## src/sv/integer_alu_with_warnings_core_assert.svh

```systemverilog
// Assertion macros for the ALU core
`ifndef INTEGER_ALU_WITH_WARNINGS_CORE_ASSERT_SVH
`define INTEGER_ALU_WITH_WARNINGS_CORE_ASSERT_SVH
`define IAW_ASSERT_IMPL(lbl, clk, rstn, ante, cons, msg) \
    lbl: assert property (@(posedge clk) disable iff (!rstn) (ante) |-> (cons)) \
        else $error(msg);
`define IAW_ASSERT_NEXT(lbl, clk, rstn, ante, cons, msg) \
    lbl: assert property (@(posedge clk) disable iff (!rstn) (ante) |=> (cons)) \
        else $error(msg);
`endif

```

## src/sv/iaw_pkg.sv

```systemverilog
`timescale 1ns / 1ps
package iaw_pkg;
    localparam int DATA_WIDTH_DEF = 32;
    localparam int FUNC_W = 5;
    localparam int STATUS_W = 3;
    localparam int SHIFT_W = 5;
    localparam int SHIFT_LIMIT = 32;

    localparam logic [FUNC_W-1:0] FN_ADD = 5'd0;
    localparam logic [FUNC_W-1:0] FN_AND = 5'd1;
    localparam logic [FUNC_W-1:0] FN_LAND = 5'd2;
    localparam logic [FUNC_W-1:0] FN_OR = 5'd3;
    localparam logic [FUNC_W-1:0] FN_LOR = 5'd4;
    localparam logic [FUNC_W-1:0] FN_XOR = 5'd5;
    localparam logic [FUNC_W-1:0] FN_SUB = 5'd6;
    localparam logic [FUNC_W-1:0] FN_MUL = 5'd7;
    localparam logic [FUNC_W-1:0] FN_SHL = 5'd8;
    localparam logic [FUNC_W-1:0] FN_SAR = 5'd9;
    localparam logic [FUNC_W-1:0] FN_DIV = 5'd10;
    localparam logic [FUNC_W-1:0] FN_LT = 5'd11;
    localparam logic [FUNC_W-1:0] FN_GT = 5'd12;
    localparam logic [FUNC_W-1:0] FN_EQ = 5'd13;
    localparam logic [FUNC_W-1:0] FN_NE = 5'd14;
    localparam logic [FUNC_W-1:0] FN_LE = 5'd15;
    localparam logic [FUNC_W-1:0] FN_GE = 5'd16;

    localparam logic [STATUS_W-1:0] ST_OK = 3'd0;
    localparam logic [STATUS_W-1:0] ST_SHIFT = 3'd1;
    localparam logic [STATUS_W-1:0] ST_DIVZERO = 3'd2;
    localparam logic [STATUS_W-1:0] ST_OVERFLOW = 3'd3;
    localparam logic [STATUS_W-1:0] ST_INVALID = 3'd4;

    // side info for a divider op: divide flag, quotient sign and status; no module in the project uses it
    typedef struct packed {
        logic                 is_div;
        logic                 q_neg;
        logic [STATUS_W-1:0]  status;
    } div_tag_t;
endpackage

```

## src/sv/iaw_div.sv

```systemverilog
`timescale 1ns / 1ps
// Pipelined restoring divider on magnitudes, one quotient bit per stage
module iaw_div #(
    parameter int DATA_WIDTH = iaw_pkg::DATA_WIDTH_DEF
) (
    input  logic                  aclk,
    input  logic                  aresetn,
    input  logic                  adv,
    input  logic [DATA_WIDTH-1:0] a,
    input  logic [DATA_WIDTH-1:0] b,
    output logic [DATA_WIDTH-1:0] quot
);
    localparam int N = DATA_WIDTH;
    logic [N-1:0] ua, ub;
    logic [N-1:0] rem_reg [N+1];
    logic [N-1:0] num_reg [N+1];
    logic [N-1:0] den_reg [N+1];
    logic         neg_reg [N+1];
    logic [N-1:0] rem_next [N];
    logic [N-1:0] num_next [N];
    logic [N:0]   trial [N];

    assign ua = a[N-1] ? (~a + N'(1)) : a;
    assign ub = b[N-1] ? (~b + N'(1)) : b;

    always_ff @(posedge aclk) begin
        if (adv) begin
            rem_reg[0] <= '0;
            num_reg[0] <= ua;
            den_reg[0] <= ub;
            neg_reg[0] <= a[N-1] ^ b[N-1];
        end
    end

    // num shifts left; vacated low bits collect quotient bits
    for (genvar i = 0; i < N; i++) begin : g_st
        always_comb begin
            trial[i] = {rem_reg[i], num_reg[i][N-1]} - {1'b0, den_reg[i]};
            if (trial[i][N]) begin
                rem_next[i] = {rem_reg[i][N-2:0], num_reg[i][N-1]};
                num_next[i] = {num_reg[i][N-2:0], 1'b0};
            end else begin
                rem_next[i] = trial[i][N-1:0];
                num_next[i] = {num_reg[i][N-2:0], 1'b1};
            end
        end
        always_ff @(posedge aclk) begin
            if (adv) begin
                rem_reg[i+1] <= rem_next[i];
                num_reg[i+1] <= num_next[i];
                den_reg[i+1] <= den_reg[i];
                neg_reg[i+1] <= neg_reg[i];
            end
        end
    end

    logic unused_rst;
    assign unused_rst = aresetn;
    assign quot = neg_reg[N] ? (~num_reg[N] + N'(1)) : num_reg[N];
endmodule

```

## config.mk

```make
export PLATFORM = sky130hd
export DESIGN_NAME = iaw_div
export DESIGN_NICKNAME = d
export VERILOG_FILES = /design/src/sv/integer_alu_with_warnings_core_assert.svh /design/src/sv/iaw_pkg.sv /design/src/sv/iaw_div.sv
export SDC_FILE = /design/constraint.sdc
export NUM_CORES = 2
export LEC_CHECK = 0
export BUFFER_PORTS_ARGS = -buffer_cell sky130_fd_sc_hd__buf_2
export CORE_MARGIN = 1.5
export CORE_UTILIZATION = 50
export CTS_BUF_LIST = sky130_fd_sc_hd__clkbuf_8
export DETAILED_ROUTE_END_ITERATION = 16
export PLACE_DENSITY_LB_ADDON = 0.15
export SETUP_SLACK_MARGIN = 0.1
export SKIP_LAST_GASP = 1
export SLEW_MARGIN = 20
export SYNTH_ARGS = -nofsm -noshare
export SYNTH_HDL_FRONTEND = slang
export SYNTH_SLANG_ARGS = --single-unit
```

## constraint.sdc

```tcl
create_clock -name aclk -period 4.76 [get_ports aclk]
set_input_delay 0.238 -clock aclk [delete_from_list [all_inputs] [get_ports aclk]]
set_output_delay 0.238 -clock aclk [all_outputs]
set_load 0.02 [all_outputs]
```

==> summary.md <==
| Metric | Value |
|---|---|
| Tot GR Track Use | `22.0%` |
| Crit Path Max Fanout | `39` |
| Post-synth EDFFs | `3105` |
| Max-slew headroom | `29.1%` |
| Synth top area cells | `edfxtp_1 59%, ha_1 7.9%, mux2_2 4.6%, xnor2_1 3.4%, inv_1 2.9%` |
| CP top delay family | `compound AO/OA/AOI/OAI gates` |
| Max incr delay on CP | `0.43 ns` |
| Netlist cell types | `between 100 and 150` |
| CTS H-tree depth | `6` |
| Fin. Hold Viols | `0` |
| Initial antenna violation count | `22` |
| Crit path from | `den_reg[0][416]$_DFFE_PP_` |
| Cell leakage power | `0.0712 uW` |
| Via count | `97000` |
| Initial Util | `approximately half` |
| First-pass GRT wire length | `548000 um` |
| Post-synthesis sequential area ratio | `59.4%` |
| Avg WL per Cell | `20.3 um` |
| FP Rows | `~210` |
| Final Instance Area | `176000 sq um` |
| RSZ-0062 raised after global routing | `false` |
| Fin crit period | `between 4 and 5 ns` |
| Clock-pin slew on the worst setup and hold paths | `~0.060 ns` |
| Max Freq | `around 220 MHz` |
| Worst EP arrival | `5.35 ns` |
| Via-to-Cell Ratio | `5.52` |
| FF-to-FF Start | `den_reg[0][416]$_DFFE_PP_` |
| Most used cell, CP | `buf_4` |
| Setup ws final | `0.292 ns` |
| Vias in the first global route | `99600` |
| # port buffers | `97` |
| Placement Setup Slack | `-0.402 ns` |
| Clk Latency, worst-skew pair | `around 1.2 ns` |
| Setup Skew | `0.0586 ns` |
| Peak supply drop | `0.000483 V` |
| CTS tree | `done` |
| ANT nets after route | `0` |
| Flip-flop count of the largest register after layout | `about 1100` |
| Critical path buffer and inverter count | `4` |
| Number of fill cells in the layout | `~25000` |
| Ys async rst share | `0%` |
| Total CTS buffers | `542` |
| Cell Pwr Density | `696 nW/um^2` |
| Final hold slack | `0.173 ns` |
| Period utilization | `93.9%` |
| Status | `completed` |
| Multi-input logic area | `58500 sq um` |
| HP Class | `input pin to flip-flop` |
| Aggregate global routing overflow | `0` |
| Placed inst area | `164000 sq um` |
| Final Setup Violations | `0` |
| Synth area leader | `edfxtp_1` |
| Post-Syn Instances | `12100` |
| Pin count of the biggest net entering global routing | `143` |
| Synth Cell Area | `157000 sq um` |
| Final net count | `roughly 14000` |
| # IOs | `99` |
| Hold wc startpoint | `a[15]` |
| Routability cong. | `0.934` |
| Area Overhead vs Synth | `12.2%` |
| Count of state elements after synthesis | `3105` |
| Share of the synthesized area in the top cell type | `roughly three fifths` |
| Final wirelength | `roughly 360000 um` |
| Placed Cells | `16300` |
| Detailed Route Iter0 Violations | `6158` |
| CTS Root Cell | `clkbuf_8` |
| Non-filler cells, final | `17600` |
| MaxCap Viol Count | `0` |
| Crit end category | `flip-flop` |
| Share of cells above drive strength 1 | `13.3%` |
| Final Max Slew Viols | `0` |
| DR pass1 iterations | `6` |
| Die extent in x | `563 um` |
| CTS max path bufs | `4` |
| Crit path kind | `flip-flop to flip-flop` |
| Power Total | `123000 uW` |
| Ys Warns | `0` |
| DRC Markers | `0` |
| Post-synth top cells | `3105 x edfxtp_1, 1219 x inv_1, 996 x ha_1, 792 x a21oi_1, 646 x nand2_1` |
| Num Clock Sinks | `3105` |
| FF/Latch Area | `93200 sq um` |
| Main flop type after synthesis | `edfxtp_1` |
| Hpwl dp | `261000 um` |
| Cell Chain, Critical Path | `ha_1, fa_1, nor2b_1, o2111ai_1, a31oi_2, a211oi_1, buf_4, o31ai_1, buf_4, a31oi_1, buf_4, o21ai_1, o221ai_1, xnor2_2, buf_12, mux2_2` |
| Worst endpoint required time | `5.64 ns` |
| Die Y | `roughly 560 um` |
| Top-count cell post-synth | `edfxtp_1` |
| Core area | `312000 sq um` |
| Die area | `317000 sq um` |
| Startpoint Class | `flip-flop` |
| Worst Tran Pin Value | `approximately 1.1 ns` |
| Avg Cell Area, Syn | `12.9 sq um` |
| Slowest CP cell | `edfxtp_1` |
==> cell usage in the layout (no fill, tap or decap), drive strengths merged, types with 100 or more instances in the layout <==
master	n
buf	275
o21a	155
xnor2	616
o21ai	643
a21oi	796
xor2	312
nand4	103
nand2b	129
nand3	178
nand2	646
dlygate4sd3	186
clkinv	194
inv	1404
nor2	457
a31oi	112
mux2	717
ha	996
edfxtp	3105
nor2b	141
clkbuf	554
a21o	463
o31ai	100
==> logic make-up (layout without fill, tap and decap cells) <==
kind of cell,after synthesis,after routing,share of synthesized area [%]
adder cells (fa/ha/maj),1026,1026,8.33
XOR/XNOR,928,928,5.19
other,1,103,0.00239
buffers and inverters,1441,2641,3.59
AO/OA/AOI/OAI,2807,2807,11.5
multiplexers,792,792,5.75
flip-flops,3105,3105,59.4
AND/OR/NAND/NOR,2024,2024,6.23
==> area by class of cell <==
type / instances / share of cell area (%)
diodes: 88 / 0.125
clock buffers: 552 / 4.31
clock inverters: 406 / 1.35
inverters: 1220 / 2.60
multi-input cells: 7592 / 33.2
flip-flops and latches: 3105 / 52.9
well taps: 4140 / 2.94
repair buffers: 463 / 2.53
==> per-stage QoR <==
stage          setup TNS [ns]  utilization, %
2_1_floorplan               0               -
3_5_place_dp           -0.555            52.5
4_1_cts                     0            56.3
6_report                    0            56.4
3_3_place_gp           -0.525            52.5
5_1_grt                     0            56.4
==> power breakdown <==
group / total, uW / switching [uW] / internal, uW
clock: 22800 / 11000 / 11800
sequential: 43600 / 3980 / 39600
combinational: 56200 / 29400 / 26800
==> worst paths after layout <==
kind | end | slack, ns | cells after the start
max reg2reg | rem_reg[0][460]$_DFFE_PP_ | 0.29 | 16
min reg2reg | num_reg[29][19]$_DFFE_PP_ | 0.40 | 0
max | rem_reg[0][460]$_DFFE_PP_ | 0.29 | 16
min | num_reg[0][15]$_DFFE_PP_ | 0.17 | 3
==> layer usage <==
layer / wire length [um] / up-vias / GRT usage, %
met5: 0 / - / 0
li1: - / 46900 / -
met4: 21600 / 0 / 12.9
met1: 136000 / 47000 / 24.0
met2: 186000 / 2312 / 40.5
met3: 12500 / 830 / 2.92
==> worst register-to-register path, delay by kind of cell, from the launching register on <==
family	cells	cell delay [ns]
AOI/OAI and AO/OA	7	1.45
xor gates and xnor gates	1	0.22
adders and majority gates	2	0.67
buffers and inverters	4	0.80
DFF	1	0.43
muxes	1	0.44
and+or+nand+nor	1	0.21
==> what timing repair did <==
item / 4_1_cts / 5_1_grt
pin swaps: 0 / 6
cloned: 0 / 2
setup endpoints to repair: 6 / 96
endpoints found under the hold margin: 547 / 0
setup buffers: 1 / 0
hold buffers: 186 / 0
resized for setup: 5 / 13
Note: power is estimated with default switching activity, not from simulation.
