==> src/sv/integer_alu_with_warnings_core_assert.svh <==
// Assertion macros for the ALU core
`ifndef INTEGER_ALU_WITH_WARNINGS_CORE_ASSERT_SVH
`define INTEGER_ALU_WITH_WARNINGS_CORE_ASSERT_SVH
`define IAW_ASSERT_IMPL(lbl, clk, rstn, ante, cons, msg) \
    lbl: assert property (@(posedge clk) disable iff (!rstn) (ante) |-> (cons)) \
        else $error(msg);
`define IAW_ASSERT_NEXT(lbl, clk, rstn, ante, cons, msg) \
    lbl: assert property (@(posedge clk) disable iff (!rstn) (ante) |=> (cons)) \
        else $error(msg);
`endif

==> src/sv/iaw_pkg.sv <==
`timescale 1ns / 1ps
package iaw_pkg;
    localparam int DATA_WIDTH_DEF = 32;
    localparam int FUNC_W = 5;
    localparam int STATUS_W = 3;
    localparam int SHIFT_W = 5;
    localparam int SHIFT_LIMIT = 32;

    localparam logic [FUNC_W-1:0] FN_ADD = 5'd0;
    localparam logic [FUNC_W-1:0] FN_AND = 5'd1;
    localparam logic [FUNC_W-1:0] FN_LAND = 5'd2;
    localparam logic [FUNC_W-1:0] FN_OR = 5'd3;
    localparam logic [FUNC_W-1:0] FN_LOR = 5'd4;
    localparam logic [FUNC_W-1:0] FN_XOR = 5'd5;
    localparam logic [FUNC_W-1:0] FN_SUB = 5'd6;
    localparam logic [FUNC_W-1:0] FN_MUL = 5'd7;
    localparam logic [FUNC_W-1:0] FN_SHL = 5'd8;
    localparam logic [FUNC_W-1:0] FN_SAR = 5'd9;
    localparam logic [FUNC_W-1:0] FN_DIV = 5'd10;
    localparam logic [FUNC_W-1:0] FN_LT = 5'd11;
    localparam logic [FUNC_W-1:0] FN_GT = 5'd12;
    localparam logic [FUNC_W-1:0] FN_EQ = 5'd13;
    localparam logic [FUNC_W-1:0] FN_NE = 5'd14;
    localparam logic [FUNC_W-1:0] FN_LE = 5'd15;
    localparam logic [FUNC_W-1:0] FN_GE = 5'd16;

    localparam logic [STATUS_W-1:0] ST_OK = 3'd0;
    localparam logic [STATUS_W-1:0] ST_SHIFT = 3'd1;
    localparam logic [STATUS_W-1:0] ST_DIVZERO = 3'd2;
    localparam logic [STATUS_W-1:0] ST_OVERFLOW = 3'd3;
    localparam logic [STATUS_W-1:0] ST_INVALID = 3'd4;

    // side info for a divider op: divide flag, quotient sign and status; no module in the project uses it
    typedef struct packed {
        logic                 is_div;
        logic                 q_neg;
        logic [STATUS_W-1:0]  status;
    } div_tag_t;
endpackage

==> src/sv/iaw_simple.sv <==
`timescale 1ns / 1ps
// Combinational ops: add, sub, logic, compare, shifts, invalid code, div corner flags
module iaw_simple #(
    parameter int DATA_WIDTH = iaw_pkg::DATA_WIDTH_DEF
) (
    input  logic [iaw_pkg::FUNC_W-1:0]   func,
    input  logic [DATA_WIDTH-1:0]        a,
    input  logic [DATA_WIDTH-1:0]        b,
    output logic [DATA_WIDTH-1:0]        res,
    output logic [iaw_pkg::STATUS_W-1:0] status
);
    localparam int AW = (DATA_WIDTH > 32) ? DATA_WIDTH : 33;
    logic signed [DATA_WIDTH-1:0] sa, sb;
    logic [iaw_pkg::SHIFT_W-1:0] amt;
    logic lt, gt, eqv, b_big;
    logic [AW-1:0] bx;
    logic [DATA_WIDTH-1:0] minv;

    always_comb begin
        sa = a;
        sb = b;
        lt = sa < sb;
        gt = sb < sa;
        eqv = a == b;
        amt = b[iaw_pkg::SHIFT_W-1:0];
        bx = AW'(b);
        b_big = bx >= AW'(iaw_pkg::SHIFT_LIMIT);
        minv = {1'b1, {(DATA_WIDTH-1){1'b0}}};
        res = '0;
        status = iaw_pkg::ST_OK;
        case (func)
            iaw_pkg::FN_ADD: res = a + b;
            iaw_pkg::FN_AND: res = a & b;
            iaw_pkg::FN_LAND: res = DATA_WIDTH'((|a) && (|b));
            iaw_pkg::FN_OR: res = a | b;
            iaw_pkg::FN_LOR: res = DATA_WIDTH'((|a) || (|b));
            iaw_pkg::FN_XOR: res = a ^ b;
            iaw_pkg::FN_SUB: res = a - b;
            iaw_pkg::FN_MUL: res = '0;
            iaw_pkg::FN_SHL: begin
                res = (32'(amt) >= DATA_WIDTH) ? '0 : (a << amt);
                if (b_big) status = iaw_pkg::ST_SHIFT;
            end
            iaw_pkg::FN_SAR: begin
                res = (32'(amt) >= DATA_WIDTH) ? {DATA_WIDTH{a[DATA_WIDTH-1]}}
                                               : DATA_WIDTH'(sa >>> amt);
                if (b_big) status = iaw_pkg::ST_SHIFT;
            end
            iaw_pkg::FN_DIV: begin
                if (b == '0) begin
                    res = ~minv;
                    status = iaw_pkg::ST_DIVZERO;
                end else if (a == minv && (&b)) begin
                    res = minv;
                    status = iaw_pkg::ST_OVERFLOW;
                end
            end
            iaw_pkg::FN_LT: res = DATA_WIDTH'(lt);
            iaw_pkg::FN_GT: res = DATA_WIDTH'(gt);
            iaw_pkg::FN_EQ: res = DATA_WIDTH'(eqv);
            iaw_pkg::FN_NE: res = DATA_WIDTH'(!eqv);
            iaw_pkg::FN_LE: res = DATA_WIDTH'(!gt);
            iaw_pkg::FN_GE: res = DATA_WIDTH'(!lt);
            default: status = iaw_pkg::ST_INVALID;
        endcase
    end
endmodule

==> config.mk <==
export PLATFORM = sky130hd
export DESIGN_NAME = iaw_simple
export DESIGN_NICKNAME = d
export VERILOG_FILES = /design/src/sv/integer_alu_with_warnings_core_assert.svh /design/src/sv/iaw_pkg.sv /design/src/sv/iaw_simple.sv
export SDC_FILE = /design/constraint.sdc
export NUM_CORES = 1
export LEC_CHECK = 0
export BUFFER_PORTS_ARGS = -buffer_cell sky130_fd_sc_hd__buf_2
export CAP_MARGIN = 20
export CELL_PAD_IN_SITES_DETAIL_PLACEMENT = 1
export CELL_PAD_IN_SITES_GLOBAL_PLACEMENT = 1
export CORE_MARGIN = 10
export CORE_UTILIZATION = 41
export DETAILED_ROUTE_END_ITERATION = 12
export PLACE_DENSITY = 0.82
export RECOVER_POWER = 50
export SYNTH_ARGS = -nofsm -noshare
export SYNTH_HDL_FRONTEND = slang
export SYNTH_SLANG_ARGS = --single-unit
==> constraint.sdc <==
create_clock -name vclk -period 4.2
set_input_delay 0.42 -clock vclk [all_inputs]
set_output_delay 0.42 -clock vclk [all_outputs]
set_load 0.05 [all_outputs]
==> results of run 1 <==
[where the power goes]
| group | switching, mW | internal (mW) |
|---|---|---|
| Clock | 0 | 0.0000000211 |
| Sequential | 0 | 0 |
| Combinational | 1.12 | 0.572 |
[worst max-delay path, stage by stage]
cell and delay (ns):
buf_2 0.22, inv_1 0.11, ha_2 0.35, inv_2 0.12, o211ai_1 0.16, a2111oi_2 0.48, o31ai_1 0.15, and3_1 0.20
o31a_1 0.28, o21a_1 0.24, or4_1 0.54, a32oi_4 0.22, buf_6 0.19
[cells in the mapped netlist (6+ instances only)]
| cell | n | area (sq um) |
|---|---|---|
| nor3_1 | 24 | 120.1 |
| or2_2 | 8 | 50.05 |
| nand2b_1 | 20 | 125.1 |
| a221oi_1 | 27 | 236.5 |
| o221ai_1 | 13 | 113.9 |
| o22ai_1 | 13 | 81.33 |
| a211o_1 | 9 | 78.83 |
| or4_1 | 6 | 45.04 |
| a221o_1 | 10 | 100.1 |
| o21a_1 | 8 | 60.06 |
| a31oi_1 | 12 | 75.07 |
| a211oi_1 | 21 | 157.7 |
| and3_1 | 6 | 37.54 |
| o21bai_1 | 24 | 180.2 |
| a21oi_1 | 157 | 785.8 |
| o21ai_1 | 7 | 35.03 |
| a21o_1 | 18 | 135.1 |
| or3_1 | 6 | 37.54 |
| ha_1 | 141 | 1764 |
| o211ai_1 | 25 | 187.7 |
| nand2_1 | 105 | 394.1 |
| mux4_2 | 20 | 450.4 |
| mux2_2 | 15 | 168.9 |
| a2111oi_0 | 7 | 61.31 |
| xnor2_1 | 6 | 52.55 |
| o21ai_0 | 95 | 475.5 |
| clkbuf_1 | 62 | 232.7 |
| inv_1 | 96 | 360.4 |
| nor2_1 | 178 | 668.1 |
| a22oi_1 | 16 | 120.1 |
| nand4_1 | 20 | 125.1 |
| mux2i_1 | 65 | 650.6 |
| buf_2 | 30 | 150.1 |
| o31ai_1 | 11 | 82.58 |
| o2111ai_1 | 13 | 113.9 |
| and2_1 | 6 | 37.54 |
| nor2b_1 | 15 | 93.84 |
| buf_1 | 21 | 78.83 |
| nand3_1 | 18 | 90.09 |
| nor4_1 | 32 | 200.2 |
[routing by layer]
layer	up-vias	track usage [%]	routed length [microns]
met4	0	8.657	1646
met1	6463	47.00	23690
li1	5740	-	-
met5	-	0	0
met3	109	7.129	5972
met2	747	53.89	24400
[stage by stage]
| stage | util [%] | setup TNS, ns | hold WS, ns | total power [mW] | cells |
|---|---|---|---|---|---|
| after floorplan | - | 0 | 1.113 | 0.9727 | 1458 |
| after global placement | 49.28 | 0 | 1.347 | 1.588 | 1933 |
| after detailed placement | 49.28 | 0 | 1.355 | 1.614 | 1933 |
| after CTS | 49.28 | 0 | 1.355 | 1.624 | 1933 |
| after global routing | 49.38 | -0.009658 | 1.459 | 1.775 | 1933 |
| final | 49.39 | 0 | 1.430 | 1.687 | 1934 |
[cell families (layout without fill, tap and decap cells)]
| logic type | after synthesis | count (layout) |
|---|---|---|
| mux | 100 | 100 |
| compound gates | 530 | 530 |
| fa+ha+maj | 143 | 143 |
| xor+xnor | 8 | 8 |
| buf+inv | 214 | 370 |
| other cells | 0 | 1 |
| simple gates | 463 | 463 |
[worst paths after layout]
path	depth (start not counted)	endpoint	from
hold / removal	4	status[0]	func[3]
setup / recovery	13	res[31]	a[11]
[layout make-up]
cell class	count	area (sq um)	area share [%]
tap	319	399.1	3.453
inverter	100	377.9	3.269
multi-input combinational	1244	8959	77.51
antenna	1	2.502	0.02165
timing repair buffer	270	1821	15.75
[timing repair]
action                                  CTS  global route
hold endpoints to repair                  0             0
endpoints found under the setup margin    0            11
gates resized for setup                   0            16
==> flow_summary_export.csv, run 1 <==
group,metric,value,unit
global_routing,gr-total-overflow,0,
detailed_routing,drt-total-wl,55710,microns
detailed_routing,ant_nets,0,
synth,syn-num-nets,1670,
synth,syn_area,0.009727,sq mm
synth,yosysWarnings,0,
finish,drive_gt1_share,21.00,%
synth,yosys.area_share.adder,18.55,%
setup_path,crit_path_start_kind,"input port",
placement,place_area,0.01153,sq mm
die,die_area,0.03028,sq mm
finish,area_delta_synth_final,18.83,%
finish,seq_cells,0,
die,fp-row-count,56,
detailed_routing,wire_per_inst,28.80,microns
synth,synth_cell_types,80,
placement,place_ws,0.06837,ns
synth,yosysSeqAreaShare,0,%
finish,post-route-cell-area,0.01156,sq mm
sta,relSlewSlack,14.21,%
die,die_h,174.0,microns
detailed_routing,remaining_drc_errors,0,
finish,layout_common_cells,"175 x nor2_1, 162 x buf_4, 157 x a21oi_1",
finish,final_nets,1828,
synth,synth-xor-area-share,0.7203,%
sta,fmax,0.2428,GHz
die,core_area,0.02340,sq mm
global_routing,grt_pass1_wl,82230,microns
placement,place_congestion,1.064,
detailed_routing,vias_per_cell,6.752,
setup_path,critPathKind,"input port to output pin",
finish,fillers,3189,
sta,final_hold_viol_count,0,
global_routing,grt_pass1_vias,12910,
detailed_routing,vias,13060,
clock_network,cts_setup_buffers,0,
sta,setup_viol,0,
sta,tightest_slew,1.287,ns
die,die_w,174.0,microns
synth,synth_mux_area_share,13.06,%
synth,synth-simple-area-share,22.74,%
pwr,leakagePower,5.300,nW
pwr,peakVddDrop,0.07953,mV
pwr,powerDensity,146.0,mW/mm^2
finish,layout_commonest_cell,"nor2_1",
die,initial_utilization,41.56,%
setup_path,end_kind,"output pin",
placement,io_buffers,104,
global_routing,grtUsageTotal,34.44,%
clock_network,hold_buffers,0,
setup_path,crit_required,3.78,ns
global_routing,grt_max_degree,100,
finish,register_area,0,sq um
sta,slew_viol_final,0,
setup_path,critPathArrivalTime,3.70,ns
setup_path,crit_path_max_fanout,6,
run_status,outcome,"finished, final reports clean",
sta,period_minus_slack,4.118,ns
global_routing,antenna_found_initial,0,
synth,synth_top_family_by_area,"compound AO/OA/AOI/OAI gates",
synth,synth_compound_area_share,36.25,%
synth,avgSynthCellArea,6.671,sq um
detailed_routing,drt-initial-drc-count,1632,
min_path,hold_path_class,"input port to output pin",
sta,fin_crit_sh,98.05,%
sta,worst_slack,0.08207,ns
die,io_pins,104,
detailed_routing,drtPass1Iterations,6,
placement,dpl.hpwl,45360,microns
synth,postSynthCellCount,1458,
run,maxCapViolCount,0,
finish,final.clkbuf_count,0,
Note: power is estimated with default switching activity, not from simulation.
==> run 2: changes to the inputs <==
--- a/config.mk
+++ b/config.mk
@@ -9,11 +9,11 @@
 export CAP_MARGIN = 20
 export CELL_PAD_IN_SITES_DETAIL_PLACEMENT = 1
 export CELL_PAD_IN_SITES_GLOBAL_PLACEMENT = 1
-export CORE_MARGIN = 10
-export CORE_UTILIZATION = 41
+export CORE_UTILIZATION = 45
 export DETAILED_ROUTE_END_ITERATION = 12
-export PLACE_DENSITY = 0.82
+export PLACE_DENSITY = 0.86
 export RECOVER_POWER = 50
+export REMOVE_ABC_BUFFERS = 1
 export SYNTH_ARGS = -nofsm -noshare
 export SYNTH_HDL_FRONTEND = slang
 export SYNTH_SLANG_ARGS = --single-unit
==> constraint.sdc (replaced) <==
create_clock -name vclk -period 4.1
set_input_delay 0.41 -clock vclk [all_inputs]
set_output_delay 0.41 -clock vclk [all_outputs]
set_load 0.05 [all_outputs]
==> flow_summary_export.csv, run 2 (same netlist as run 1, synthesis figures left out) <==
group,metric,value,unit
run_status,outcome,"finished, final reports clean",
detailed_routing,drt-initial-drc-count,1453,
setup_path,crit_path_start_kind,"input port",
finish,final.clkbuf_count,0,
setup_path,end_kind,"output pin",
global_routing,antenna_found_initial,2,
finish,layout_common_cells,"205 x buf_4, 174 x nor2_1, 157 x a21oi_1",
finish,register_area,0,sq um
global_routing,grtUsageTotal,49.01,%
detailed_routing,top_layer,"met5",
min_path,holdPathEnd,"status[0]",
finish,seq_cells,0,
min_path,hold_path_class,"input port to output pin",
pwr,peakVddDrop,0.09386,mV
die,die_h,149.0,microns
detailed_routing,wl_met2,24060,microns
finish,final_nets,1867,
setup_path,crit_required,3.69,ns
placement,place_congestion,1.048,
placement,place_area,0.01168,sq mm
global_routing,grt_pass1_wl,82430,microns
detailed_routing,vias,13630,
setup_path,critPathArrivalTime,3.68,ns
finish,diodes,0,
min_path,holdPathStages,4,
pwr,total_power,1.776,mW
finish,drive_gt1_share,23.17,%
finish,layout_commonest_cell,"buf_4",
global_routing,gr-total-overflow,0,
finish,post-route-cell-area,0.01181,sq mm
die,initial_utilization,46.13,%
sta,fin_crit_sh,99.65,%
run,maxCapViolCount,0,
placement,io_buffers,104,
sta,final_hold_viol_count,0,
pwr,powerDensity,150.4,mW/mm^2
detailed_routing,ant_nets,0,
finish,utilization,56.00,%
detailed_routing,wl_met3,6458,microns
sta,slew_viol_final,0,
sta,relSlewSlack,36.34,%
detailed_routing,drt-total-wl,55980,microns
sta,setup_viol,0,
detailed_routing,remaining_drc_errors,0,
placement,placed_cells,1927,
die,fp-row-count,53,
min_path,hold_start,"func[3]",
finish,fillers,2875,
sta,period_minus_slack,4.086,ns
placement,dpl.hpwl,45410,microns
die,io_pins,104,
finish,area_delta_synth_final,21.40,%
pwr,leakagePower,5.474,nW
sta,tightest_slew,0.9526,ns
clock_network,hold_buffers,0,
global_routing,grt_pass1_vias,13300,
sta,fmax,0.2448,GHz
setup_path,critPathKind,"input port to output pin",
detailed_routing,wl_met1,21630,microns
detailed_routing,wire_per_inst,29.03,microns
detailed_routing,drtPass1Iterations,6,
finish,multi_input_area,0.009006,sq mm
finish,final_cells,1928,
setup_path,crit_path_max_fanout,27,
global_routing,grt_max_degree,65,
die,die_w,149.0,microns
detailed_routing,vias_per_cell,7.071,
die,core_area,0.02109,sq mm
die,die_area,0.02221,sq mm
run 2: cell types whose count changed in the layout (fill, tap and decap cells not counted), sizes merged:
cell / change
clkbuf: +1
buf: +38
clkinvlp: +1
inv: -1
diode: -1
run 2: through the flow:
| stage | hold slack, ns | setup slack [ns] | setup TNS, ns |
|---|---|---|---|
| 5_1_grt | 1.433 | -0.03072 | -0.06091 |
| 4_1_cts | 1.322 | 0.02382 | 0 |
| 2_1_floorplan | 1.093 | -0.4410 | -0.8479 |
| 3_5_place_dp | 1.319 | -0.1087 | -0.1970 |
| 6_report | 1.409 | 0.01433 | 0 |
| 3_3_place_gp | 1.318 | -0.06489 | -0.06489 |
run 2: final cells by class:
class	instances	area share, %
repair buffers	309	17.61
multi-input cells	1244	76.27
well taps	275	2.914
inverters	100	3.210
run 2: metal layers:
layer | up-vias | GRT usage [%]
met5 | - | 0
met4 | 4 | 26.43
met3 | 249 | 10.06
met2 | 990 | 76.44
met1 | 6573 | 62.98
li1 | 5817 | -
run 2: worst max-delay path by stage:
stage,start,end,slack [ns],cells after the start
2_1_floorplan,b[3],res[31],-0.44,11
3_3_place_gp,a[17],res[0],-0.06,14
3_5_place_dp,a[17],res[0],-0.11,14
4_1_cts,b[0],res[28],0.02,15
5_1_grt,b[12],res[27],-0.03,15
6_report,b[0],res[24],0.01,12
run 2: critical path: stages:
cell,delay [ns]
buf_2,0.12
buf_4,0.34
inv_1,0.13
clkbuf_2,0.38
a21oi_1,0.62
and2_1,0.24
a211oi_1,0.07
a21oi_1,0.53
nand2_1,0.20
nand4_1,0.17
a211o_1,0.15
buf_2,0.27
run 2: what timing repair did:
item	in CTS	in global routing
setup buffers	0	1
pin swaps	2	7
endpoints found under the setup margin	3	13
gates resized for setup	4	31
run 2: report_power, final:
part	internal [mW]	switching, mW	total (mW)
Sequential	0	0	0
Combinational	0.616	1.16	1.78
Clock	0	0	0
