<file path="config.mk">
export PLATFORM = sky130hd
export DESIGN_NAME = iaw_mul
export DESIGN_NICKNAME = d
export VERILOG_FILES = /design/src/sv/integer_alu_with_warnings_core_assert.svh /design/src/sv/iaw_pkg.sv /design/src/sv/iaw_mul.sv
export SDC_FILE = /design/constraint.sdc
export NUM_CORES = 1
export LEC_CHECK = 0
export BUFFER_PORTS_ARGS = -buffer_cell sky130_fd_sc_hd__buf_2
export CORE_UTILIZATION = 55
export DETAILED_ROUTE_END_ITERATION = 7
export GPL_TIMING_DRIVEN = 0
export PLACE_DENSITY = 0.79
export SETUP_SLACK_MARGIN = 0.4
export SYNTH_ARGS = -nofsm -noshare
export SYNTH_HDL_FRONTEND = slang
export SYNTH_SLANG_ARGS = --single-unit
</file>
<file path="constraint.sdc">
create_clock -name aclk -period 8.6 [get_ports aclk]
set_input_delay 0.43 -clock aclk [delete_from_list [all_inputs] [get_ports aclk]]
set_output_delay 0.43 -clock aclk [all_outputs]
set_load 0.1 [all_outputs]
</file>
<file path="src/sv/integer_alu_with_warnings_core_assert.svh">
// Assertion macros for the ALU core
`ifndef INTEGER_ALU_WITH_WARNINGS_CORE_ASSERT_SVH
`define INTEGER_ALU_WITH_WARNINGS_CORE_ASSERT_SVH
`define IAW_ASSERT_IMPL(lbl, clk, rstn, ante, cons, msg) \
    lbl: assert property (@(posedge clk) disable iff (!rstn) (ante) |-> (cons)) \
        else $error(msg);
`define IAW_ASSERT_NEXT(lbl, clk, rstn, ante, cons, msg) \
    lbl: assert property (@(posedge clk) disable iff (!rstn) (ante) |=> (cons)) \
        else $error(msg);
`endif

</file>
<file path="src/sv/iaw_pkg.sv">
`timescale 1ns / 1ps
package iaw_pkg;
    localparam int DATA_WIDTH_DEF = 32;
    localparam int FUNC_W = 5;
    localparam int STATUS_W = 3;
    localparam int SHIFT_W = 5;
    localparam int SHIFT_LIMIT = 32;

    localparam logic [FUNC_W-1:0] FN_ADD = 5'd0;
    localparam logic [FUNC_W-1:0] FN_AND = 5'd1;
    localparam logic [FUNC_W-1:0] FN_LAND = 5'd2;
    localparam logic [FUNC_W-1:0] FN_OR = 5'd3;
    localparam logic [FUNC_W-1:0] FN_LOR = 5'd4;
    localparam logic [FUNC_W-1:0] FN_XOR = 5'd5;
    localparam logic [FUNC_W-1:0] FN_SUB = 5'd6;
    localparam logic [FUNC_W-1:0] FN_MUL = 5'd7;
    localparam logic [FUNC_W-1:0] FN_SHL = 5'd8;
    localparam logic [FUNC_W-1:0] FN_SAR = 5'd9;
    localparam logic [FUNC_W-1:0] FN_DIV = 5'd10;
    localparam logic [FUNC_W-1:0] FN_LT = 5'd11;
    localparam logic [FUNC_W-1:0] FN_GT = 5'd12;
    localparam logic [FUNC_W-1:0] FN_EQ = 5'd13;
    localparam logic [FUNC_W-1:0] FN_NE = 5'd14;
    localparam logic [FUNC_W-1:0] FN_LE = 5'd15;
    localparam logic [FUNC_W-1:0] FN_GE = 5'd16;

    localparam logic [STATUS_W-1:0] ST_OK = 3'd0;
    localparam logic [STATUS_W-1:0] ST_SHIFT = 3'd1;
    localparam logic [STATUS_W-1:0] ST_DIVZERO = 3'd2;
    localparam logic [STATUS_W-1:0] ST_OVERFLOW = 3'd3;
    localparam logic [STATUS_W-1:0] ST_INVALID = 3'd4;

    // side info for a divider op: divide flag, quotient sign and status; no module in the project uses it
    typedef struct packed {
        logic                 is_div;
        logic                 q_neg;
        logic [STATUS_W-1:0]  status;
    } div_tag_t;
endpackage

</file>
<file path="src/sv/iaw_mul.sv">
`timescale 1ns / 1ps
// Wrapping multiply in two stages: half-width partial products, then sum
module iaw_mul #(
    parameter int DATA_WIDTH = iaw_pkg::DATA_WIDTH_DEF
) (
    input  logic                  aclk,
    input  logic                  adv,
    input  logic [DATA_WIDTH-1:0] a,
    input  logic [DATA_WIDTH-1:0] b,
    output logic [DATA_WIDTH-1:0] prod
);
    localparam int HL = (DATA_WIDTH + 1) / 2;
    logic [2*HL-1:0] ll_reg, ll_next;
    logic [DATA_WIDTH-1:0] x1_reg, x1_next, x2_reg, x2_next;

    always_comb begin
        ll_next = (2*HL)'(a[HL-1:0]) * (2*HL)'(b[HL-1:0]);
        x1_next = DATA_WIDTH'(a[HL-1:0]) * DATA_WIDTH'(b[DATA_WIDTH-1:HL]);
        x2_next = DATA_WIDTH'(a[DATA_WIDTH-1:HL]) * DATA_WIDTH'(b[HL-1:0]);
    end

    always_ff @(posedge aclk) begin
        if (adv) begin
            ll_reg <= ll_next;
            x1_reg <= x1_next;
            x2_reg <= x2_next;
        end
    end

    // high-high product lands beyond the word and drops out
    assign prod = DATA_WIDTH'(ll_reg) + ((x1_reg + x2_reg) << HL);
endmodule

</file>
==> results of run 1 <==
-- cell type report --
class	count	area (um^2)	area share (%)
diodes	3	7.51	0.0358
plain buffers	103	447	2.13
clock buffers	9	225	1.08
clock inverters	7	104	0.496
inverters	471	1770	8.44
multi-input cells	1540	15500	73.8
flip-flops and latches	64	1920	9.18
well taps	455	569	2.72
repair buffers	88	443	2.12
-- layer usage --
metal	up-vias	GRT usage [%]
met3	190	4.25
met1	7588	40.2
met2	730	51.1
met4	0	18.2
met5	-	0
li1	6789	-
-- worst max path at each step --
stage,from,endpoint,slack (ps),cells past startpoint
after floorplan,a[12],ll_reg[31],2410,20
after global placement,a[12],ll_reg[31],1120,22
after detailed placement,a[12],ll_reg[31],1010,22
after CTS,a[12],ll_reg[31],1370,22
after global routing,a[12],ll_reg[31],940,22
final,a[12],ll_reg[31],1250,22
-- stage by stage --
step / utilization, % / cells / hold slack (ps)
after global routing: 60.2 / 2739 / 581
after global placement: 59.2 / 2721 / 887
after CTS: 60.2 / 2737 / 561
after floorplan: - / 2178 / 542
after detailed placement: 59.2 / 2721 / 909
final: 60.2 / 2740 / 591
-- synth_stat cells, drive strengths merged, types with 2 or more instances --
cell       n
inv      471
fa       356
nand2    337
ha       232
and2     215
xnor2    108
clkbuf    87
edfxtp    64
a21oi     48
nor2      35
o21ai     26
xor2      26
a21o      24
nor3      20
buf       16
a211oi    11
nand3     11
o21bai    10
o21a       9
nor2b      7
or3        7
a31oi      6
and3       6
nand4      6
or2        6
a31o       4
o211ai     3
a2111oi    2
a22o       2
a311o      2
a311oi     2
nor4       2
o22ai      2
o311a      2
-- logic make-up (layout without fill, tap and decap cells) --
family	count (synthesis)	in the layout	synth area share [%]
AOI/OAI and AO/OA	162	162	5.68
DFF	64	64	9.81
and+or+nand+nor	656	656	16.0
other	0	3	0
xor gates and xnor gates	134	134	5.99
buffers and inverters	574	678	11.3
adders and majority gates	588	588	51.2
==> results by group, run 1 <==
Clocking
  – H-tree depth: 3
  – Clk sink count: 64
  – TritonCTS Buffers: 9
  – Longest Clk Path Bufs: 2
  – Postcts setup bufs: 0
  – CTS root buffer: clkbuf_16
  – Post-cts sizing count: 0
  – CTS tree: built
  – Cts hold-fix bufs: 0
  – Clock slew at reported path FFs: 60 ps

Min path
  – Worst Hold Depth: 2
  – Hold path endpoint: x2_reg[0]
  – HP Class: input pin to flip-flop
  – Hold_sp: a[16]

Critical path
  – Critical Path Slowest Stage Cell: clkbuf_1
  – CP delay by family, top: adder cells
  – CP required: 8670 ps
  – CP Max Fanout: 10
  – Critical Path AT: 7420 ps
  – CP Cell Sequence: buf_2, clkbuf_1, clkbuf_1, nand2_1, fa_1, fa_1, inv_1, fa_1, fa_1, fa_1, inv_1, fa_1, inv_1, ha_1, nand4_1, a21oi_1, nor3_1, o22ai_1, a2111oi_2, o21ai_1, a2111oi_2, nor3b_1
  – Sum of buffers and inverters on the critical path: 6
  – Worst path max stage delay: 680 ps
  – Cell mode on critical path: fa_1
  – Startpoint types: input pin
  – Endpoint type of the worst setup path: flip-flop
  – Kind of critical path: input pin to flip-flop

Drt
  – Pre-antenna DRT Iters: 5
  – Met2 WL: 25800 um
  – M1 WL: 21200 um
  – Top sig layer: met4
  – Via count: 15300
  – DRT antenna net count: 0
  – DR WL met3: 4570 um
  – Vias/cell: 5.58
  – Wirelength per Cell: 20.1 um
  – Routed WL: 55100 um
  – DRC viols: 0
  – 1st-iter DRT viols: 1095

Placement
  – Pre-CTS WS: 1010 ps
  – Gpl congestion: 0.988
  – Hpwl dp: 46100 um
  – Post-Place Cell Area: 0.0206 mm^2
  – IO Port Bufs: 88

Floorplan
  – Floorplan core area: 0.0348 mm^2
  – Initial core utilization: 56.3%
  – Die area: 0.0364 mm^2
  – Die Y-Extent: 191 um
  – Chip width: 191 um
  – Boundary Pins: 98
  – Row count: 68

Synthesis
  – Post-synth ARST share: 0%
  – Synth Net Count: 2832
  – Seq/Total Area, Yosys: 9.81%
  – EDFF count, synth: 64
  – Primary FF master, synth: edfxtp_1
  – Mapped Area: 0.0196 mm^2
  – Yosys top cell by area: fa_1
  – Syn Area/Cell: 9.00 um^2
  – Gate Count Post-Synth: 2178
  – Seq cells post-synth: 64
  – Yosys top cell area share: 36.4%
  – Area contributors post-synth: fa_1 (36%), ha_1 (15%), edfxtp_1 (9.8%)
  – Yosys warns: 0
  – Synth cell types: 54

STA
  – Max Slew Vio Count: 0
  – Final setup viols: 0
  – Worst slew margin: 38.7%
  – Final worst setup slack: 1250 ps
  – Final period util: 85.4%
  – RSZ-0062 raised after global routing: false
  – Tmin final: 7350 ps
  – Final hold vios: 0
  – Worst slew pin tran: 920 ps
  – Total negative slack: 0 ps
  – F_max: 136 MHz

Layout
  – Layout cells sized above 1: 5.92%
  – Commonest non-fill, non-tap cell in the layout: inv_1
  – Area grow syn2layout: 6.88%
  – # fillers: 3000
  – Most frequent cells in the layout: inv_1 (471), fa_1 (356), nand2_1 (337)
  – Final net count: 2931
  – Final instance area: 0.0209 mm^2
  – Max reg flops: 32

GRT
  – First-pass GRT wire length: 85200 um
  – Vias in the first global route: 15500
  – GR Util All Layers: 31.4%
  – Largest net degree at the start of global routing: 65
  – Gr ovfl total: 0
  – Antenna violations before repair: 2

Status
  – Status: complete, no violations

Flow run
  – Maximum capacitance violations: 0
Power of run 1 is left out: the tool's default activity adds up to more than one toggle a clock period on the data nets, which glitch-free logic cannot reach.
==> run 2: changes to the inputs <==
- BUFFER_PORTS_ARGS: -buffer_cell sky130_fd_sc_hd__buf_2 -> not set
- DONT_BUFFER_PORTS: not set -> 1
- PLACE_DENSITY: 0.79 -> 0.76
==> run 2 against run 1 <==
  * Cell area shrank 1.7%
  * Clock-buffer cell count is the same
  * Hold slack lost 390 ps
  * Die area is the same
  * Critical path depth shrank 2
  * Final cell count shrank 3.2%
  * Worst setup slack gained 110 ps
  * Critical endpoint unchanged
==> results by group, run 2 (synthesized netlist as in run 1, its figures left out) <==
Critical path
  – Startpoint types: input pin
  – Critical Path AT: 7320 ps (-100 ps)
  – Endpoint type of the worst setup path: flip-flop
  – CP required: 8680 ps (about the same)
  – CP Max Fanout: 10 (unchanged)
  – Kind of critical path: input pin to flip-flop

STA
  – Final period util: 84.2% (-1.3 points)
  – Worst slew pin tran: 1380 ps (+455 ps)
  – Max Slew Vio Count: 0 (unchanged)
  – Tmin final: 7240 ps (-109 ps)
  – Worst slew margin: 7.88% (-31 points)
  – F_max: 138 MHz (+1.5%)
  – Total negative slack: 0 ps (unchanged)
  – Final setup viols: 0 (unchanged)
  – RSZ-0062 raised after global routing: false
  – Final hold vios: 0 (unchanged)

Clocking
  – Clock slew at reported path FFs: 60 ps (about the same)
  – Longest Clk Path Bufs: 2 (unchanged)
  – Cts hold-fix bufs: 0 (unchanged)
  – Clk sink count: 64 (unchanged)
  – CTS root buffer: clkbuf_16
  – Postcts setup bufs: 0 (unchanged)
  – H-tree depth: 3 (unchanged)
  – Post-cts sizing count: 0 (unchanged)
  – TritonCTS Buffers: 9 (unchanged)
  – CTS tree: built

Layout
  – Area grow syn2layout: 5.02%
  – Final net count: 2843 (-3.0%)
  – Fin cells: 2651 (-3.2%)
  – Area occupied by multi-input gates: 0.0156 mm^2 (+0.68%)
  – Final instance area: 0.0206 mm^2 (-1.7%)
  – # fillers: 2982 (-0.60%)
  – Commonest non-fill, non-tap cell in the layout: inv_1
  – Most frequent cells in the layout: inv_1 (471), fa_1 (356), nand2_1 (337)
  – Layout Utilization: 59.1% (-1.0 points)
  – Max reg flops: 32 (unchanged)
  – Sequential cell area: 0.00192 mm^2 (unchanged)
  – Layout cells sized above 1: 2.78% (-3.1 points)

Drt
  – Wirelength per Cell: 20.4 um (+1.5%)
  – Vias/cell: 5.61 (+0.42%)
  – DRC viols: 0 (unchanged)
  – Routed WL: 54100 um (-1.8%)
  – DRT antenna net count: 0 (unchanged)
  – 1st-iter DRT viols: 1089 (-0.55%)
  – Via count: 14900 (-2.8%)
  – Pre-antenna DRT Iters: 5 (unchanged)

GRT
  – Largest net degree at the start of global routing: 65 (unchanged)
  – Antenna violations before repair: 2 (unchanged)
  – Gr ovfl total: 0 (unchanged)
  – First-pass GRT wire length: 84500 um (-0.75%)
  – Vias in the first global route: 15500 (+0.28%)
  – GR Util All Layers: 31.1% (-0.26 points)

Min path
  – HP Class: input pin to flip-flop

Placement
  – Gpl congestion: 0.972 (-1.6%)
  – Hpwl dp: 45200 um (-2.0%)
  – IO Port Bufs: 0 (-100%)
  – Inst Count DP: 2633 (-3.2%)
  – Post-Place Cell Area: 0.0203 mm^2 (-1.6%)

Floorplan
  – Floorplan core area: 0.0348 mm^2 (unchanged)
  – Boundary Pins: 98 (unchanged)
  – Chip width: 191 um (unchanged)
  – Initial core utilization: 56.3% (unchanged)
  – Row count: 68 (unchanged)
  – Die area: 0.0364 mm^2 (unchanged)
  – Die Y-Extent: 191 um (unchanged)

Flow run
  – Maximum capacitance violations: 0 (unchanged)

Status
  – Status: complete, no violations
-- run 2: critical path, stage by stage --
cell	delay (ps)
clkbuf_1	690
clkbuf_1	680
nand2_1	160
fa_1	510
fa_1	540
fa_1	520
inv_1	60
fa_1	520
fa_1	500
inv_1	50
fa_1	470
inv_1	40
ha_1	330
o21a_1	210
o21ai_1	290
nor4_1	140
a2111oi_2	460
o21ai_1	200
a2111oi_2	380
nor3b_1	120
-- run 2: layer usage --
layer	routed length [um]	vias to the layer above	track usage [%]	share of wire (%)
met5	0	-	0	0
met4	3310	0	16.3	6.1
met3	4840	176	6.44	8.9
met2	24800	662	49.7	46
met1	21200	7425	39.9	39
li1	-	6599	-	-
-- run 2: worst paths after layout --
check | cells after the start | to | slack [ps] | startpoint
setup / recovery | 20 | ll_reg[31] | 1360 | b[3]
hold / removal | 0 | ll_reg[10] | 200 | adv
-- run 2: area by class of cell --
type	instances	area share (%)
Antenna cell	2	0.0243
Buffer	103	2.17
Clock buffer	9	1.09
Clock inverter	7	0.383
Inverter	471	8.59
Multi-Input combinational cell	1540	75.6
Sequential cell	64	9.34
Tap cell	455	2.77
-- run 2: per-stage QoR --
step                setup slack [ps]  hold WS (ps)
floorplan                       2410           542
global route                    1050           189
detailed placement              1150           550
global placement                1270           550
CTS                             1480           198
finish                          1360           205
Power of run 2 is left out for the same reason.
==> run 3: changes to the inputs <==
- PLACE_DENSITY: 0.76 -> 0.79
- clock period: 8.6 -> 6.5 ns (I/O delays scaled with it)
==> run 3 against run 2 <==
  * Die area unchanged
  * Cell area up 1.1%
  * First-iteration DRC count down 3.3%
  * Routed wire length up 0.12%
  * Sequential cell count unchanged
  * Critical endpoint unchanged
==> results by group, run 3 (synthesized netlist as in run 1, its figures left out) <==
GRT
  – Largest net degree at the start of global routing: 65 (unchanged)
  – Antenna violations before repair: 4 (+2)
  – Gr ovfl total: 0 (unchanged)
  – Vias in the first global route: 15900 (+2.6%)
  – GR Util All Layers: 30.8% (-0.31 points)
  – First-pass GRT wire length: 84100 um (-0.47%)

Drt
  – Wirelength per Cell: 20.5 um (+0.16%)
  – Via count: 15200 (+2.1%)
  – DRC viols: 0 (unchanged)
  – Routed WL: 54200 um (+0.12%)
  – Vias/cell: 5.72 (+2.1%)
  – 1st-iter DRT viols: 1053 (-3.3%)
  – Pre-antenna DRT Iters: 6 (+1)
  – DRT antenna net count: 0 (unchanged)

Critical path
  – Cell mode on critical path: fa_1
  – CP Max Fanout: 10 (unchanged)
  – Endpoint type of the worst setup path: flip-flop
  – CP Cell Sequence: buf_2, clkbuf_8, nand2_1, fa_1, fa_1, fa_1, inv_1, fa_1, fa_1, inv_1, fa_1, inv_1, ha_1, nand3_1, a21oi_1, nor3_2, o22ai_2, a2111oi_4, o21ai_2, a2111oi_2, nor3b_1
  – CP delay by family, top: adder cells
  – CP required: 6580 ps (-2100 ps)
  – Worst path max stage delay: 560 ps (-130 ps)
  – Sum of buffers and inverters on the critical path: 5 (unchanged)
  – Critical Path AT: 6050 ps (-1270 ps)
  – Critical Path Slowest Stage Cell: fa_1
  – Startpoint types: input pin
  – Kind of critical path: input pin to flip-flop

Layout
  – Ant diodes: 0 (-2)
  – Final net count: 2844 (+0.035%)
  – Area grow syn2layout: 6.14%
  – Max reg flops: 32 (unchanged)
  – Layout cells sized above 1: 5.33% (+2.5 points)
  – Fin cells: 2650 (-0.038%)
  – Commonest non-fill, non-tap cell in the layout: inv_1
  – Most frequent cells in the layout: inv_1 (471), fa_1 (356), nand2_1 (337)
  – # fillers: 2913 (-2.3%)

Floorplan
  – Row count: 68 (unchanged)
  – Initial core utilization: 56.3% (unchanged)
  – Boundary Pins: 98 (unchanged)
  – Die area: 0.0364 mm^2 (unchanged)
  – Chip width: 191 um (unchanged)
  – Die Y-Extent: 191 um (unchanged)
  – Floorplan core area: 0.0348 mm^2 (unchanged)

Placement
  – IO Port Bufs: 0 (unchanged)
  – Hpwl dp: 45100 um (-0.16%)
  – Inst Count DP: 2633 (unchanged)
  – Gpl congestion: 0.998 (+2.6%)

STA
  – Worst slew margin: 10.9% (+3.0 points)
  – RSZ-0062 raised after global routing: false
  – Worst slew pin tran: 1330 ps (-44.6 ps)
  – Final hold vios: 0 (unchanged)
  – Max Slew Vio Count: 0 (unchanged)
  – F_max: 168 MHz
  – Tmin final: 5970 ps
  – Final setup viols: 0 (unchanged)
  – Final period util: 91.8%

Flow run
  – Maximum capacitance violations: 0 (unchanged)

Clocking
  – CTS tree: built
  – TritonCTS Buffers: 9 (unchanged)
  – Clock slew at reported path FFs: 60 ps (about the same)
  – CTS root buffer: clkbuf_16
  – Longest Clk Path Bufs: 2 (unchanged)
  – H-tree depth: 3 (unchanged)
  – Clk sink count: 64 (unchanged)

Min path
  – HP Class: input pin to flip-flop

Status
  – Status: complete, no violations
run 3: changes by cell type in the layout (fill, tap and decap cells not counted), sizes merged, moves of 2 or more:
cell      before  now
buf           16   20
bufinv         1    3
clkbuf        96   94
clkinvlp       3    1
diode          2    0
inv          473  471
run 3: what timing repair did:
item,CTS,global route
endpoints found under the setup margin,18,6
buffers inserted,0,1
hold buffers,0,0
gates resized for setup,56,27
hold endpoints to repair,0,0
pin swaps,2,3
run 3: final timing paths:
path	startpoint	depth (start not counted)	slack (ps)	to
max	b[2]	21	530	ll_reg[31]
min	adv	0	100	ll_reg[10]
run 3: per-stage QoR:
| step | area [um^2] | hold WS (ps) | setup slack (ps) | setup TNS [ps] | util (%) |
|---|---|---|---|---|---|
| 2_1_floorplan | 19600 | 437 | 416 | 0 | - |
| 3_3_place_gp | 20200 | 445 | -672 | -3090 | 57.9 |
| 4_1_cts | 20700 | 99.2 | 404 | 0 | 59.5 |
| 5_1_grt | 20800 | 99.7 | 345 | 0 | 59.8 |
| 6_report | 20800 | 103 | 530 | 0 | 59.8 |
| 3_5_place_dp | 20300 | 445 | -742 | -4220 | 58.2 |
run 3: cell type report:
type | instances | area [um^2] | share of cell area, %
multi-input cells | 1540 | 15600 | 75.2
flip-flops and latches | 64 | 1920 | 9.24
inverters | 471 | 1770 | 8.50
well taps | 455 | 569 | 2.74
plain buffers | 103 | 561 | 2.70
clock buffers | 10 | 229 | 1.10
clock inverters | 6 | 108 | 0.517
repair buffers | 1 | 7.51 | 0.0361
run 3: per-layer routing:
metal	up-vias	share of wire (%)	global-route usage (%)
li1	6596	-	-
met1	7507	36	37.6
met2	805	46	49.1
met3	259	11	7.84
met4	2	7.0	18.7
met5	-	0.024	0
Power of run 3 is left out for the same reason.
